<file path="src/hw/rtl/rcsfp_pkg.sv">
// Shared constants and types for the servo frame parser.
package rcsfp_pkg;

    localparam int CHANNELS    = 10;
    localparam int CH_W        = (CHANNELS > 1) ? $clog2(CHANNELS) : 1;
    localparam int ADDR_W      = CH_W + 1;
    localparam int MEM_DEPTH   = 2 ** ADDR_W;
    localparam int IDX_W       = 4;
    localparam int VAL_W       = 16;
    localparam int MS_W        = 32;
    localparam int POS_W       = 5;
    localparam int IN_TDATA_W  = 40;
    localparam int OUT_TDATA_W = 56;
    localparam int OUT_TUSER_W = 2;

    localparam logic [7:0]       SYNC_BYTE = 8'h20;
    localparam logic [7:0]       CMD_BYTE  = 8'h40;
    localparam logic [15:0]      SUM_START = 16'hFFFF;
    localparam logic [POS_W-1:0] SUM_BYTES = 5'd30;
    localparam logic [POS_W-1:0] LAST_POS  = 5'd31;
    localparam logic [POS_W-1:0] FIRST_CH_POS = 5'd2;
    localparam logic [CH_W-1:0]  LAST_CH   = CH_W'(CHANNELS - 1);

    typedef struct packed {
        logic              en;
        logic [ADDR_W-1:0] addr;
        logic [VAL_W-1:0]  data;
    } mem_wr_t;

    typedef struct packed {
        logic done;
        logic ok;
    } frame_evt_t;

endpackage

</file>
<file path="src/hw/rtl/rc_servo_frame_parser_top.sv">
// Top level of the 32-byte servo frame parser.
//
// The input stream carries one received byte and its millisecond time stamp
// per word. Bytes before a 0x20 sync byte are dropped; from there 32 bytes
// form one frame whose header and checksum are checked on the last byte.
// Channel values are written into an inactive bank of a small two-bank
// memory as they arrive, and a good frame swaps the banks, so the latched
// values never need copying. An input word is taken each cycle one is offered,
// except as noted below. After the last byte of any frame the output stream
// carries one word per channel, ten in all: the first passes the run flag,
// read stage and output register, the rest follow one per cycle while the
// receiver is ready. The last word of a burst has tlast set. A stalled
// receiver holds the burst; the input keeps taking bytes and only waits at
// the last byte of the next frame until the previous burst has fully drained.
// Reset clears the frame position, checksum, flags, time stamp and output
// pipeline; the block is ready as soon as reset is released.
module rc_servo_frame_parser_top (
    input  logic                              aclk,
    input  logic                              aresetn,
    input  logic                              s_tvalid,
    output logic                              s_tready,
    // s_tdata: rx_byte[7:0], now_ms[39:8].
    input  logic [rcsfp_pkg::IN_TDATA_W-1:0]  s_tdata,
    output logic                              m_tvalid,
    input  logic                              m_tready,
    // m_tdata: channel_index[3:0], channel_value[19:4], last_frame_ms[51:20], zeros.
    output logic [rcsfp_pkg::OUT_TDATA_W-1:0] m_tdata,
    // m_tuser: frame_ok[0], ever_good[1].
    output logic [rcsfp_pkg::OUT_TUSER_W-1:0] m_tuser,
    output logic                              m_tlast
);
    import rcsfp_pkg::*;

    mem_wr_t             mem_wr;
    frame_evt_t          evt;
    logic                bank;
    logic                ever_good;
    logic [MS_W-1:0]     last_ms;
    logic [ADDR_W-1:0]   rd_addr;
    logic [VAL_W-1:0]    rd_data;
    logic                emit_busy;

    rcsfp_rx u_rx (
        .aclk      (aclk),
        .aresetn   (aresetn),
        .s_tvalid  (s_tvalid),
        .s_tready  (s_tready),
        .s_tdata   (s_tdata),
        .emit_busy (emit_busy),
        .mem_wr    (mem_wr),
        .evt       (evt),
        .bank      (bank),
        .ever_good (ever_good),
        .last_ms   (last_ms)
    );

    rcsfp_chmem u_chmem (
        .aclk    (aclk),
        .wr      (mem_wr),
        .rd_addr (rd_addr),
        .rd_data (rd_data)
    );

    rcsfp_emit u_emit (
        .aclk      (aclk),
        .aresetn   (aresetn),
        .evt       (evt),
        .bank      (bank),
        .ever_good (ever_good),
        .last_ms   (last_ms),
        .rd_addr   (rd_addr),
        .rd_data   (rd_data),
        .busy      (emit_busy),
        .m_tvalid  (m_tvalid),
        .m_tready  (m_tready),
        .m_tdata   (m_tdata),
        .m_tuser   (m_tuser),
        .m_tlast   (m_tlast)
    );

endmodule

</file>
<file path="src/hw/rtl/rcsfp_chmem.sv">
// Channel value memory: two banks, one write port, one registered read port.
module rcsfp_chmem (
    input  logic                        aclk,
    input  rcsfp_pkg::mem_wr_t          wr,
    input  logic [rcsfp_pkg::ADDR_W-1:0] rd_addr,
    output logic [rcsfp_pkg::VAL_W-1:0]  rd_data
);
    import rcsfp_pkg::*;

    logic [VAL_W-1:0] mem [0:MEM_DEPTH-1];
    logic [VAL_W-1:0] rd_data_reg;

    always_ff @(posedge aclk) begin
        if (wr.en) begin
            mem[wr.addr] <= wr.data;
        end
        rd_data_reg <= mem[rd_addr];
    end

    assign rd_data = rd_data_reg;

endmodule

</file>
<file path="src/hw/rtl/rcsfp_rx.sv">
// Byte parser: frame position, header and checksum tracking, channel writes.
module rcsfp_rx (
    input  logic                             aclk,
    input  logic                             aresetn,
    input  logic                             s_tvalid,
    output logic                             s_tready,
    input  logic [rcsfp_pkg::IN_TDATA_W-1:0] s_tdata,
    input  logic                             emit_busy,
    output rcsfp_pkg::mem_wr_t               mem_wr,
    output rcsfp_pkg::frame_evt_t            evt,
    output logic                             bank,
    output logic                             ever_good,
    output logic [rcsfp_pkg::MS_W-1:0]       last_ms
);
    import rcsfp_pkg::*;

    logic [POS_W-1:0] pos_reg, pos_next;
    logic [15:0]      sum_reg, sum_next;
    logic             hdr_reg, hdr_next;
    logic [7:0]       cks_lo_reg, cks_lo_next;
    logic [7:0]       lo_byte_reg, lo_byte_next;
    logic             bank_reg, bank_next;
    logic             ever_reg, ever_next;
    logic [MS_W-1:0]  last_ms_reg, last_ms_next;

    logic             accept;
    logic [7:0]       rx_byte;
    logic [MS_W-1:0]  now_ms;
    logic [POS_W-1:0] rel;
    logic [3:0]       ch;
    logic             is_ch;
    logic             ok;

    assign rx_byte  = s_tdata[7:0];
    assign now_ms   = s_tdata[39:8];
    assign s_tready = !(emit_busy && (pos_reg == LAST_POS));
    assign accept   = s_tvalid && s_tready;

    assign rel   = pos_reg - FIRST_CH_POS;
    assign ch    = rel[4:1];
    assign is_ch = (pos_reg >= FIRST_CH_POS) && (pos_reg < SUM_BYTES)
                   && ({1'b0, ch} < POS_W'(CHANNELS));
    assign ok    = hdr_reg && (sum_reg == {rx_byte, cks_lo_reg});

    assign mem_wr.en   = accept && is_ch && rel[0];
    assign mem_wr.addr = {~bank_reg, ch[CH_W-1:0]};
    assign mem_wr.data = {rx_byte, lo_byte_reg};

    assign evt.done  = accept && (pos_reg == LAST_POS);
    assign evt.ok    = ok;
    assign bank      = bank_reg;
    assign ever_good = ever_reg;
    assign last_ms   = last_ms_reg;

    always_comb begin
        pos_next     = pos_reg;
        sum_next     = sum_reg;
        hdr_next     = hdr_reg;
        cks_lo_next  = cks_lo_reg;
        lo_byte_next = lo_byte_reg;
        bank_next    = bank_reg;
        ever_next    = ever_reg;
        last_ms_next = last_ms_reg;
        if (accept && !((pos_reg == '0) && (rx_byte != SYNC_BYTE))) begin
            pos_next = pos_reg + POS_W'(1);
            if (pos_reg == '0) begin
                hdr_next = 1'b1;
            end else if (pos_reg == POS_W'(1)) begin
                hdr_next = hdr_reg && (rx_byte == CMD_BYTE);
            end
            if (pos_reg < SUM_BYTES) begin
                sum_next = sum_reg - {8'h00, rx_byte};
            end
            if (is_ch && !rel[0]) begin
                lo_byte_next = rx_byte;
            end
            if (pos_reg == SUM_BYTES) begin
                cks_lo_next = rx_byte;
            end
            if (pos_reg == LAST_POS) begin
                pos_next = '0;
                sum_next = SUM_START;
                hdr_next = 1'b0;
                if (ok) begin
                    bank_next    = ~bank_reg;
                    ever_next    = 1'b1;
                    last_ms_next = now_ms;
                end
            end
        end
    end

    always_ff @(posedge aclk) begin
        if (!aresetn) begin
            pos_reg     <= '0;
            sum_reg     <= SUM_START;
            hdr_reg     <= 1'b0;
            bank_reg    <= 1'b0;
            ever_reg    <= 1'b0;
            last_ms_reg <= '0;
        end else begin
            pos_reg     <= pos_next;
            sum_reg     <= sum_next;
            hdr_reg     <= hdr_next;
            bank_reg    <= bank_next;
            ever_reg    <= ever_next;
            last_ms_reg <= last_ms_next;
        end
        cks_lo_reg  <= cks_lo_next;
        lo_byte_reg <= lo_byte_next;
    end

endmodule

</file>
<file path="src/hw/rtl/rcsfp_emit.sv">
// Result sequencer: reads the latched bank and streams one word per channel.
module rcsfp_emit (
    input  logic                              aclk,
    input  logic                              aresetn,
    input  rcsfp_pkg::frame_evt_t             evt,
    input  logic                              bank,
    input  logic                              ever_good,
    input  logic [rcsfp_pkg::MS_W-1:0]        last_ms,
    output logic [rcsfp_pkg::ADDR_W-1:0]      rd_addr,
    input  logic [rcsfp_pkg::VAL_W-1:0]       rd_data,
    output logic                              busy,
    output logic                              m_tvalid,
    input  logic                              m_tready,
    output logic [rcsfp_pkg::OUT_TDATA_W-1:0] m_tdata,
    output logic [rcsfp_pkg::OUT_TUSER_W-1:0] m_tuser,
    output logic                              m_tlast
);
    import rcsfp_pkg::*;

    logic             run_reg, run_next;
    logic [CH_W-1:0]  k_reg, k_next;
    logic             ok_reg, ok_next;
    logic             r1_valid_reg, r1_valid_next;
    logic [CH_W-1:0]  r1_idx_reg, r1_idx_next;
    logic             r1_last_reg, r1_last_next;
    logic             m_valid_reg, m_valid_next;
    logic [CH_W-1:0]  m_idx_reg, m_idx_next;
    logic             m_last_reg, m_last_next;
    logic [VAL_W-1:0] m_value_reg, m_value_next;
    logic             adv;

    assign adv     = !m_valid_reg || m_tready;
    assign rd_addr = {bank, adv ? k_reg : r1_idx_reg};
    assign busy    = run_reg || r1_valid_reg || m_valid_reg;

    always_comb begin
        run_next      = run_reg;
        k_next        = k_reg;
        ok_next       = ok_reg;
        r1_valid_next = r1_valid_reg;
        r1_idx_next   = r1_idx_reg;
        r1_last_next  = r1_last_reg;
        m_valid_next  = m_valid_reg;
        m_idx_next    = m_idx_reg;
        m_last_next   = m_last_reg;
        m_value_next  = m_value_reg;
        if (adv) begin
            m_valid_next  = r1_valid_reg;
            m_idx_next    = r1_idx_reg;
            m_last_next   = r1_last_reg;
            m_value_next  = ever_good ? rd_data : '0;
            r1_valid_next = run_reg;
            r1_idx_next   = k_reg;
            r1_last_next  = (k_reg == LAST_CH);
            if (run_reg) begin
                if (k_reg == LAST_CH) begin
                    run_next = 1'b0;
                end else begin
                    k_next = k_reg + CH_W'(1);
                end
            end
        end
        if (evt.done) begin
            run_next = 1'b1;
            k_next   = '0;
            ok_next  = evt.ok;
        end
    end

    always_ff @(posedge aclk) begin
        if (!aresetn) begin
            run_reg      <= 1'b0;
            k_reg        <= '0;
            ok_reg       <= 1'b0;
            r1_valid_reg <= 1'b0;
            m_valid_reg  <= 1'b0;
        end else begin
            run_reg      <= run_next;
            k_reg        <= k_next;
            ok_reg       <= ok_next;
            r1_valid_reg <= r1_valid_next;
            m_valid_reg  <= m_valid_next;
        end
        r1_idx_reg  <= r1_idx_next;
        r1_last_reg <= r1_last_next;
        m_idx_reg   <= m_idx_next;
        m_last_reg  <= m_last_next;
        m_value_reg <= m_value_next;
    end

    assign m_tvalid = m_valid_reg;
    assign m_tdata  = {4'h0, last_ms, m_value_reg, IDX_W'(m_idx_reg)};
    assign m_tuser  = {ever_good, ok_reg};
    assign m_tlast  = m_last_reg;

endmodule

</file>
<file path="config.mk">
export PLATFORM = sky130hd
export DESIGN_NAME = rc_servo_frame_parser_top
export DESIGN_NICKNAME = d
export VERILOG_FILES = /design/src/hw/rtl/rcsfp_pkg.sv /design/src/hw/rtl/rc_servo_frame_parser_top.sv /design/src/hw/rtl/rcsfp_chmem.sv /design/src/hw/rtl/rcsfp_rx.sv /design/src/hw/rtl/rcsfp_emit.sv
export SDC_FILE = /design/constraint.sdc
export NUM_CORES = 1
export LEC_CHECK = 0
export ABC_AREA = 1
export BUFFER_PORTS_ARGS = -buffer_cell sky130_fd_sc_hd__buf_2
export CORE_UTILIZATION = 23
export CTS_CLUSTER_DIAMETER = 150
export DETAILED_ROUTE_END_ITERATION = 12
export PLACE_DENSITY_LB_ADDON = 0.3
export SYNTH_ARGS = -nofsm -noshare
export SYNTH_HDL_FRONTEND = slang
export SYNTH_SLANG_ARGS = --single-unit
export TNS_END_PERCENT = 5
</file>
<file path="constraint.sdc">
create_clock -name aclk -period 7.1 [get_ports aclk]
set_input_delay 0.71 -clock aclk [delete_from_list [all_inputs] [get_ports aclk]]
set_output_delay 0.71 -clock aclk [all_outputs]
set_load 0.01 [all_outputs]
</file>
After elaboration in Yosys (flattened, before gate mapping). Memories as Yosys holds them, arrays and structs flattened. A register that Yosys moved wholly into a read port is not among the register bits. Index checks and enable logic that the tools add are counted.

Input bits: 44. Output and inout port bits: 61. Memory bits (writable): 512. Logic and storage cells: 79. Bits in registers: 106. Memories: 1.

Mux-type cells: 13. Add/subtract/negate cells: 4. Reduce and logical (&&, ||, !) cells: 30. $lt $le $gt $ge: 3. Equality and inequality tests: 7. Bitwise operators: 3.

Memory list: u_chmem.mem (depth 32, bits a word 16, read ports 1, clocked after Yosys merged registers in 1, wr ports 1, line rcsfp_chmem.sv:10) `logic [VAL_W-1:0] mem [0:MEM_DEPTH-1];`.

Operators by type and width (count): $mux W16 (2); $eq A16 B16 Y1 (1); $sub A16 B8 Y16 (1); $logic_and A1 B1 Y1 (12); $eq A5 B5 Y1 const B (2); $mux W1 (9); $eq A8 B7 Y1 const B (1); $ne A8 B6 Y1 const B (1); $reduce_and A2 Y1 (4); $reduce_and A3 Y1 (2); $add A5 B1 Y5 const B (1); $eq A5 B1 Y1 const B (1); $ge A5 B2 Y1 const B (1); $logic_not A5 Y1 (1); $lt A5 B5 Y1 const B (1); $mux W5 (1); $sub A5 B2 Y5 const B (1); $add A4 B1 Y4 const B (1); $eq A4 B4 Y1 const B (1); $logic_not A1 Y1 (4); $lt A4 B4 Y1 const B (1); $mux W4 (1); $reduce_bool A2 Y1 (2); $logic_or A1 B1 Y1 (3); other kinds (3) (5).

Logic depth before layout (Yosys ltp). Gate-level depths: netlist of run 1.

Depth after elaboration: 9. Mapped depth: 14.

Hierarchy. From an unflattened synthesis of run 1, not the netlist that was laid out.

Cell total of the unflattened synthesis: 2577. Area, all modules: 27254.9 um^2.

By module, submodules not included: rcsfp_chmem (sequential area each 15695.1 um^2, cells each 1794, times used 1, area an instance 21301.7 um^2); rcsfp_rx (sequential area each 1601.5 um^2, cells each 615, times used 1, area an instance 4324.1 um^2); rcsfp_emit (sequential area each 900.9 um^2, cells each 168, times used 1, area an instance 1629.1 um^2).

Worst setup path after synthesis of run 1. Ideal clock, no wire load.

Path type: flip-flop to flip-flop. Start point: register u_rx.pos_reg[1]. End point: memory u_chmem.mem[0][0], enable pin. Stages on the path, launching flop included: 10. Path buffers: 0. Data arrival time: 2.484 ns. Library setup time: 0.388 ns. Path slack: 4.227 ns. Required time: 6.712 ns. Clock period less this slack: 2.873 ns. Cell sequence: dfxtp_1 inv_1 ha_1 xnor2_1 nand2_1 nand2_1 nand3_1 nor3_1 nand2_1 nor2_1.

Longest elaborated chain between the ends: 8. Elaborated cells on any way between the ends: 14. Those cells by class: add/sub: 1; order compare: 3; eq/ne: 1; mux: 2; reduce/logical: 7.

RTL lines: start: declaration (line rcsfp_rx.sv:17) `logic [POS_W-1:0] pos_reg, pos_next;`; start signal: assignment (line rcsfp_rx.sv:102) `pos_reg <= pos_next;`; branches (longest 8 deep; another with $sub A5 B2 Y5); end: declaration (line rcsfp_chmem.sv:10).

Several ways; the timed one is not identified.

Worst setup path after layout of run 1.
Start point: register u_rx.pos_reg[1]. End point: memory u_chmem.mem[0][5], enable pin.

Same word-level chain as after synthesis.

==> impl_metrics.json, run 1 <==
{
  "status": "finished clean",
  "maxSlewViolCount": 0,
  "drv_cap": 0,
  "hp-class": "in -> reg",
  "fp.dieH_um": 351,
  "ys_ff_latch": 634,
  "core_sq_mm": 0.120,
  "ys_types": 34,
  "r2r_setup_slack_ns": 3.24,
  "area_delta_synth_final_pct": 18.3,
  "preCtsSetupSlack_ns": 3.08,
  "end_kind": "flip-flop",
  "synth_compound_area_share_pct": 1.11,
  "yosys.area_share.xor_xnor_pct": 0.250,
  "cts_tree": "done",
  "fin_util_pct": 27.5,
  "clk_path_buf_depth": 3,
  "cts.hold.buffers_added": 0,
  "overflow": 0,
  "hpwl_um": 43900,
  "rsz0062_at_grt": "no",
  "ys_seq_area_share_pct": 64.9,
  "max_freq_mhz": 259,
  "nNetsFinal": 3191,
  "min_to": "u_rx.last_ms[24]",
  "drive_gt1_share_pct": 9.15,
  "diodes": 0,
  "crit_required_ns": 7.32,
  "first_iter_violations": 1469,
  "start_util_pct": 23.3,
  "final_area_sq_mm": 0.0332,
  "gp_congestion": 0.765,
  "start_kind": "flip-flop",
  "antenna_left": 0,
  "cts_setup_buffers": 0,
  "nFillCells": 12900,
  "critPathLaunch": "u_rx.pos_reg[1]",
  "final-hold-violation-count": 0,
  "die_x_um": 351,
  "cts-resized-gates": 0,
  "yosys_warnings": 0,
  "hold_path.startpoint": "s_tdata[32]",
  "tightest_slew_ns": 1.22,
  "port_buffers": 100,
  "syn_area_sq_mm": 0.0280,
  "setup_ws_ns": 3.24,
  "setup_viol": 0,
  "yosys.area_share.simple_pct": 21.9,
  "synth_fa_ha_area_share_pct": 1.01,
  "period_needed_ns": 3.86,
  "max_slew_margin_pct": 18.3,
  "worstSkewPairLatency_ns": 0.62,
  "dieArea_sq_mm": 0.123,
  "grt_pass1_wl_um": 119000,
  "firstDrtPassIters": 5,
  "synth_top_family_by_area": "simple AND/OR/NAND/NOR gates",
  "std_cell_rows": 127,
  "htree_levels": 3,
  "r2r-start": "u_rx.pos_reg[1]",
  "p_per_area_mw_per_mm2": 250,
  "r2r_cells": 9,
  "cts-root-buf": "clkbuf_16",
  "drc_errors": 0,
  "cts.clk_slew.worst_paths_ns": 0.06,
  "largest_reg_flops": 512,
  "placedCellCount": 4665,
  "route.vias.total": 19600,
  "p_leak_nw": 14.7,
  "wirelength_um": 78100,
  "peakVddDrop_mv": 0.143,
  "synth_top_cell_by_area": "edfxtp_1",
  "antenna_found_initial": 2,
  "whs_path_depth": 3,
  "post-route-period-util_pct": 54.4,
  "synth_cells": 2905,
  "grt_use_total_pct": 12.7,
  "avgSynthCellArea_sq_um": 9.65,
  "arrival_ns": 4.09,
  "routedWlPerCell_um": 16.3,
  "clock_skew_ns": 0.0348,
  "cts_made_buffers": 70,
  "grt_max_degree": 130,
  "synthTopCellsByArea": "edfxtp_1, nand3_1, nand2_1",
  "pin_count": 105,
  "place_area_sq_mm": 0.0309,
  "fin_tns_setup_ns": 0,
  "netlist.area_leader.share_pct": 58.9,
  "synthMuxAreaShare_pct": 0,
  "viasPerCell": 4.08,
  "final_cells": 4794,
  "path_max_fanout": 16,
  "critPathKind": "reg -> reg",
  "worstReg2RegEnd": "u_chmem.mem[0][5]",
  "clkSinkCount": 634,
  "grt_pass1_vias": 19200
}
-- power breakdown --
group / switching [W] / internal (W)
Clock: 0.00151 / 0.00207
Combinational: 0.000349 / 0.000154
Sequential: 0.0000616 / 0.00414
-- cell usage after synthesis, drive strengths merged --
| library cell | count |
|---|---|
| inv | 623 |
| nor4 | 1 |
| clkbuf | 46 |
| nor2 | 131 |
| nand2 | 674 |
| a21boi | 1 |
| nand4 | 4 |
| dfxtp | 84 |
| ha | 21 |
| o211ai | 4 |
| buf | 92 |
| o2111ai | 1 |
| xnor2 | 1 |
| nand3 | 599 |
| clkinv | 2 |
| xor2 | 7 |
| nor3b | 1 |
| edfxtp | 550 |
| fa | 1 |
| conb | 1 |
| or2 | 2 |
| o21a | 3 |
| o21ai | 27 |
| a21oi | 19 |
| nor3 | 10 |
-- worst max-delay path by stage --
stage / to / cells past startpoint
finish: u_chmem.mem[0][5] / 9
global route: u_chmem.mem[0][5] / 9
CTS: u_chmem.mem[0][5] / 9
detailed placement: u_chmem.rd_data[11] / 14
global placement: u_chmem.rd_data[15] / 14
floorplan: u_chmem.mem[0][0] / 9
-- layout by cell type (no fill, tap or decap), drive strengths merged --
master	n
nor2	131
o21a	3
buf	155
nor3	10
conb	132
clkinvlp	1
edfxtp	550
inv	626
xnor2	1
nand3	599
a21boi	1
nor3b	1
clkbuf	113
o21ai	27
fa	1
nand2	674
o211ai	4
ha	21
dfxtp	84
or2	2
xor2	7
bufinv	1
nor4	1
o2111ai	1
a21oi	19
clkinv	13
nand4	4
-- layout make-up --
class / instances / area, sq um / share of cell area (%)
clock buffer: 113 / 2110 / 6.35
timing repair buffer: 155 / 951 / 2.87
sequential: 634 / 18200 / 54.9
multi-input combinational: 1639 / 7430 / 22.4
clock inverter: 16 / 125 / 0.377
tap: 1612 / 2020 / 6.08
inverter: 625 / 2350 / 7.07
-- routing by layer --
layer | vias up | global-route usage (%) | wire (um)
li1 | 9615 | - | -
met1 | 9392 | 16.7 | 35500
met2 | 442 | 21.5 | 36800
met3 | 134 | 2.07 | 3660
met4 | 0 | 3.88 | 2190
met5 | - | 0 | 0
-- through the flow --
stage | hold slack [ns] | power (W)
after floorplan | 0.400 | 0.00460
after global placement | 0.419 | 0.00477
after detailed placement | 0.406 | 0.00478
after CTS | 0.282 | 0.00838
after global routing | 0.308 | 0.00860
final | 0.328 | 0.00828
-- critical path, cell delays in order (launching register included) --
cell and delay, ns:
dfxtp_1 0.43, inv_1 0.18, ha_1 0.26, xnor2_1 0.56, nand2_1 0.10, nand2_1 0.10, nand3_1 0.09, nor3_1 0.36
nand2_1 0.37, nor2_2 1.02
-- cells by family (layout without fill, tap and decap cells) --
kind of cell,Yosys count,count (layout)
compound gates,55,55
xor+xnor,8,8
fa+ha+maj,22,22
buf+inv,763,909
flops,634,634
other cells,1,132
simple gates,1422,1422
(Power assumes the default switching activity.)
==> run 2: changes to the inputs <==
clock period = 3.3 ns   (was 7.1 ns; I/O delays follow)
==> impl_metrics.json, run 2 (synthesis gave the netlist of run 1 again) <==
{
  "grt_pass1_wl_um": 123000,
  "critPathKind": "reg -> reg",
  "tightest_slew_ns": 0.871,
  "antenna_left": 0,
  "firstDrtPassIters": 7,
  "route.vias.total": 19900,
  "htree_levels": 3,
  "arrival_ns": 3.16,
  "nNetsFinal": 3263,
  "crit_required_ns": 3.64,
  "fp.dieH_um": 351,
  "wirelength_um": 81900,
  "grt_use_total_pct": 13.3,
  "drive_gt1_share_pct": 10.3,
  "nFillCells": 12700,
  "fin_tns_setup_ns": 0,
  "first_iter_violations": 1442,
  "port_buffers": 100,
  "gp_congestion": 0.805,
  "max_slew_margin_pct": 41.6,
  "preCtsSetupSlack_ns": 0.481,
  "overflow": 0,
  "start_util_pct": 23.3,
  "start_kind": "flip-flop",
  "multi_input_area_sq_mm": 0.00743,
  "worstReg2RegEnd": "u_chmem.mem[20][7]",
  "cts_tree": "done",
  "antenna_found_initial": 2,
  "layout.cells.most_common_list": "nand2_1, inv_1, nand3_1",
  "peakVddDrop_mv": 0.376,
  "maxSlewViolCount": 0,
  "cts-root-buf": "clkbuf_16",
  "cts.clk_slew.worst_paths_ns": 0.06,
  "clk_path_buf_depth": 3,
  "end_kind": "flip-flop",
  "total_power_w": 0.0184,
  "final-hold-violation-count": 0,
  "grt_pass1_vias": 19200,
  "r2r_cells": 11,
  "clkSinkCount": 634,
  "cts_made_buffers": 73,
  "worstSkewPairLatency_ns": 0.65,
  "fin_hold_ws_ns": 0.0691,
  "setup_ws_ns": 0.483,
  "clock_skew_ns": 0.0454,
  "drv_cap": 0,
  "r2r-start": "u_rx.pos_reg[1]",
  "post-route-period-util_pct": 85.4,
  "status": "finished clean",
  "viasPerCell": 4.09,
  "drc_errors": 0,
  "pin_count": 105,
  "fin_util_pct": 28.4,
  "core_sq_mm": 0.120,
  "regArea_sq_mm": 0.0182,
  "hp-class": "in -> reg",
  "largest_reg_flops": 512,
  "routedWlPerCell_um": 16.8,
  "std_cell_rows": 127,
  "p_per_area_mw_per_mm2": 538,
  "cts_setup_buffers": 0,
  "setup_viol": 0,
  "hpwl_um": 50600,
  "period_needed_ns": 2.82,
  "rsz0062_at_grt": "no",
  "max_freq_mhz": 355,
  "die_x_um": 351,
  "cp-endpoint": "u_chmem.mem[20][7]",
  "area_delta_synth_final_pct": 21.9,
  "r2r_setup_slack_ns": 0.48,
  "path_max_fanout": 11,
  "p_leak_nw": 15.2,
  "final_common_cell": "nand2_1",
  "critPathLaunch": "u_rx.pos_reg[1]",
  "grt_max_degree": 90,
  "dieArea_sq_mm": 0.123
}
[run 2: worst min-delay path by stage]
stage	cells after the start	slack (ns)	to	start
final	1	0.07	u_rx.cks_lo_reg[7]	s_tdata[7]
after global routing	1	0.03	u_rx.cks_lo_reg[7]	s_tdata[7]
after CTS	1	0.03	u_rx.cks_lo_reg[7]	s_tdata[7]
after detailed placement	0	0.41	u_emit.m_tlast	u_emit.r1_last_reg
after global placement	0	0.41	u_emit.m_tlast	u_emit.r1_last_reg
after floorplan	0	0.40	u_emit.m_tlast	u_emit.r1_last_reg
[run 2: timing repair]
| item | CTS | global route |
|---|---|---|
| hold endpoints to repair | 32 | 0 |
| hold buffers | 32 | 0 |
| gates resized for setup | 0 | 0 |
[run 2: critical path, stage by stage, from the launching register on]
cell and delay, ns:
dfxtp_1 0.44, inv_1 0.18, ha_1 0.26, xnor2_1 0.18, nand2_1 0.07, nand2_1 0.07, nand3_1 0.09, nor3_1 0.17
buf_4 0.15, nand2_1 0.28, nor2_2 0.43, buf_12 0.21
[run 2: final cells by class]
class                           count  share of cell area, %
Inverter                          625                   6.87
Clock inverter                     37                   1.30
Antenna cell                        2                 0.0147
Tap cell                         1612                   5.90
Sequential cell                   634                   53.3
Timing Repair Buffer              224                   5.12
Clock buffer                       99                   5.78
Multi-Input combinational cell   1639                   21.7
[run 2: per-layer routing]
metal  global-route usage, %  vias to the layer above  routed length, um
met5                       0                        -                 10
met2                    22.3                      440              38800
li1                        -                     9759                  -
met1                    17.8                     9618              37100
met4                    3.05                        2               1820
met3                    2.11                      117               4070
[run 2: through the flow]
stage               std cells  cell area (sq um)
floorplan                3036              28500
global placement         4702              31400
detailed placement       4702              31400
CTS                      4870              34200
global route             4870              34200
finish                   4872              34200
[run 2: power by group]
part / total [W] / switching, W / internal, W
clock: 0.00819 / 0.00350 / 0.00468
combinational: 0.00118 / 0.000794 / 0.000381
sequential: 0.00903 / 0.000125 / 0.00890
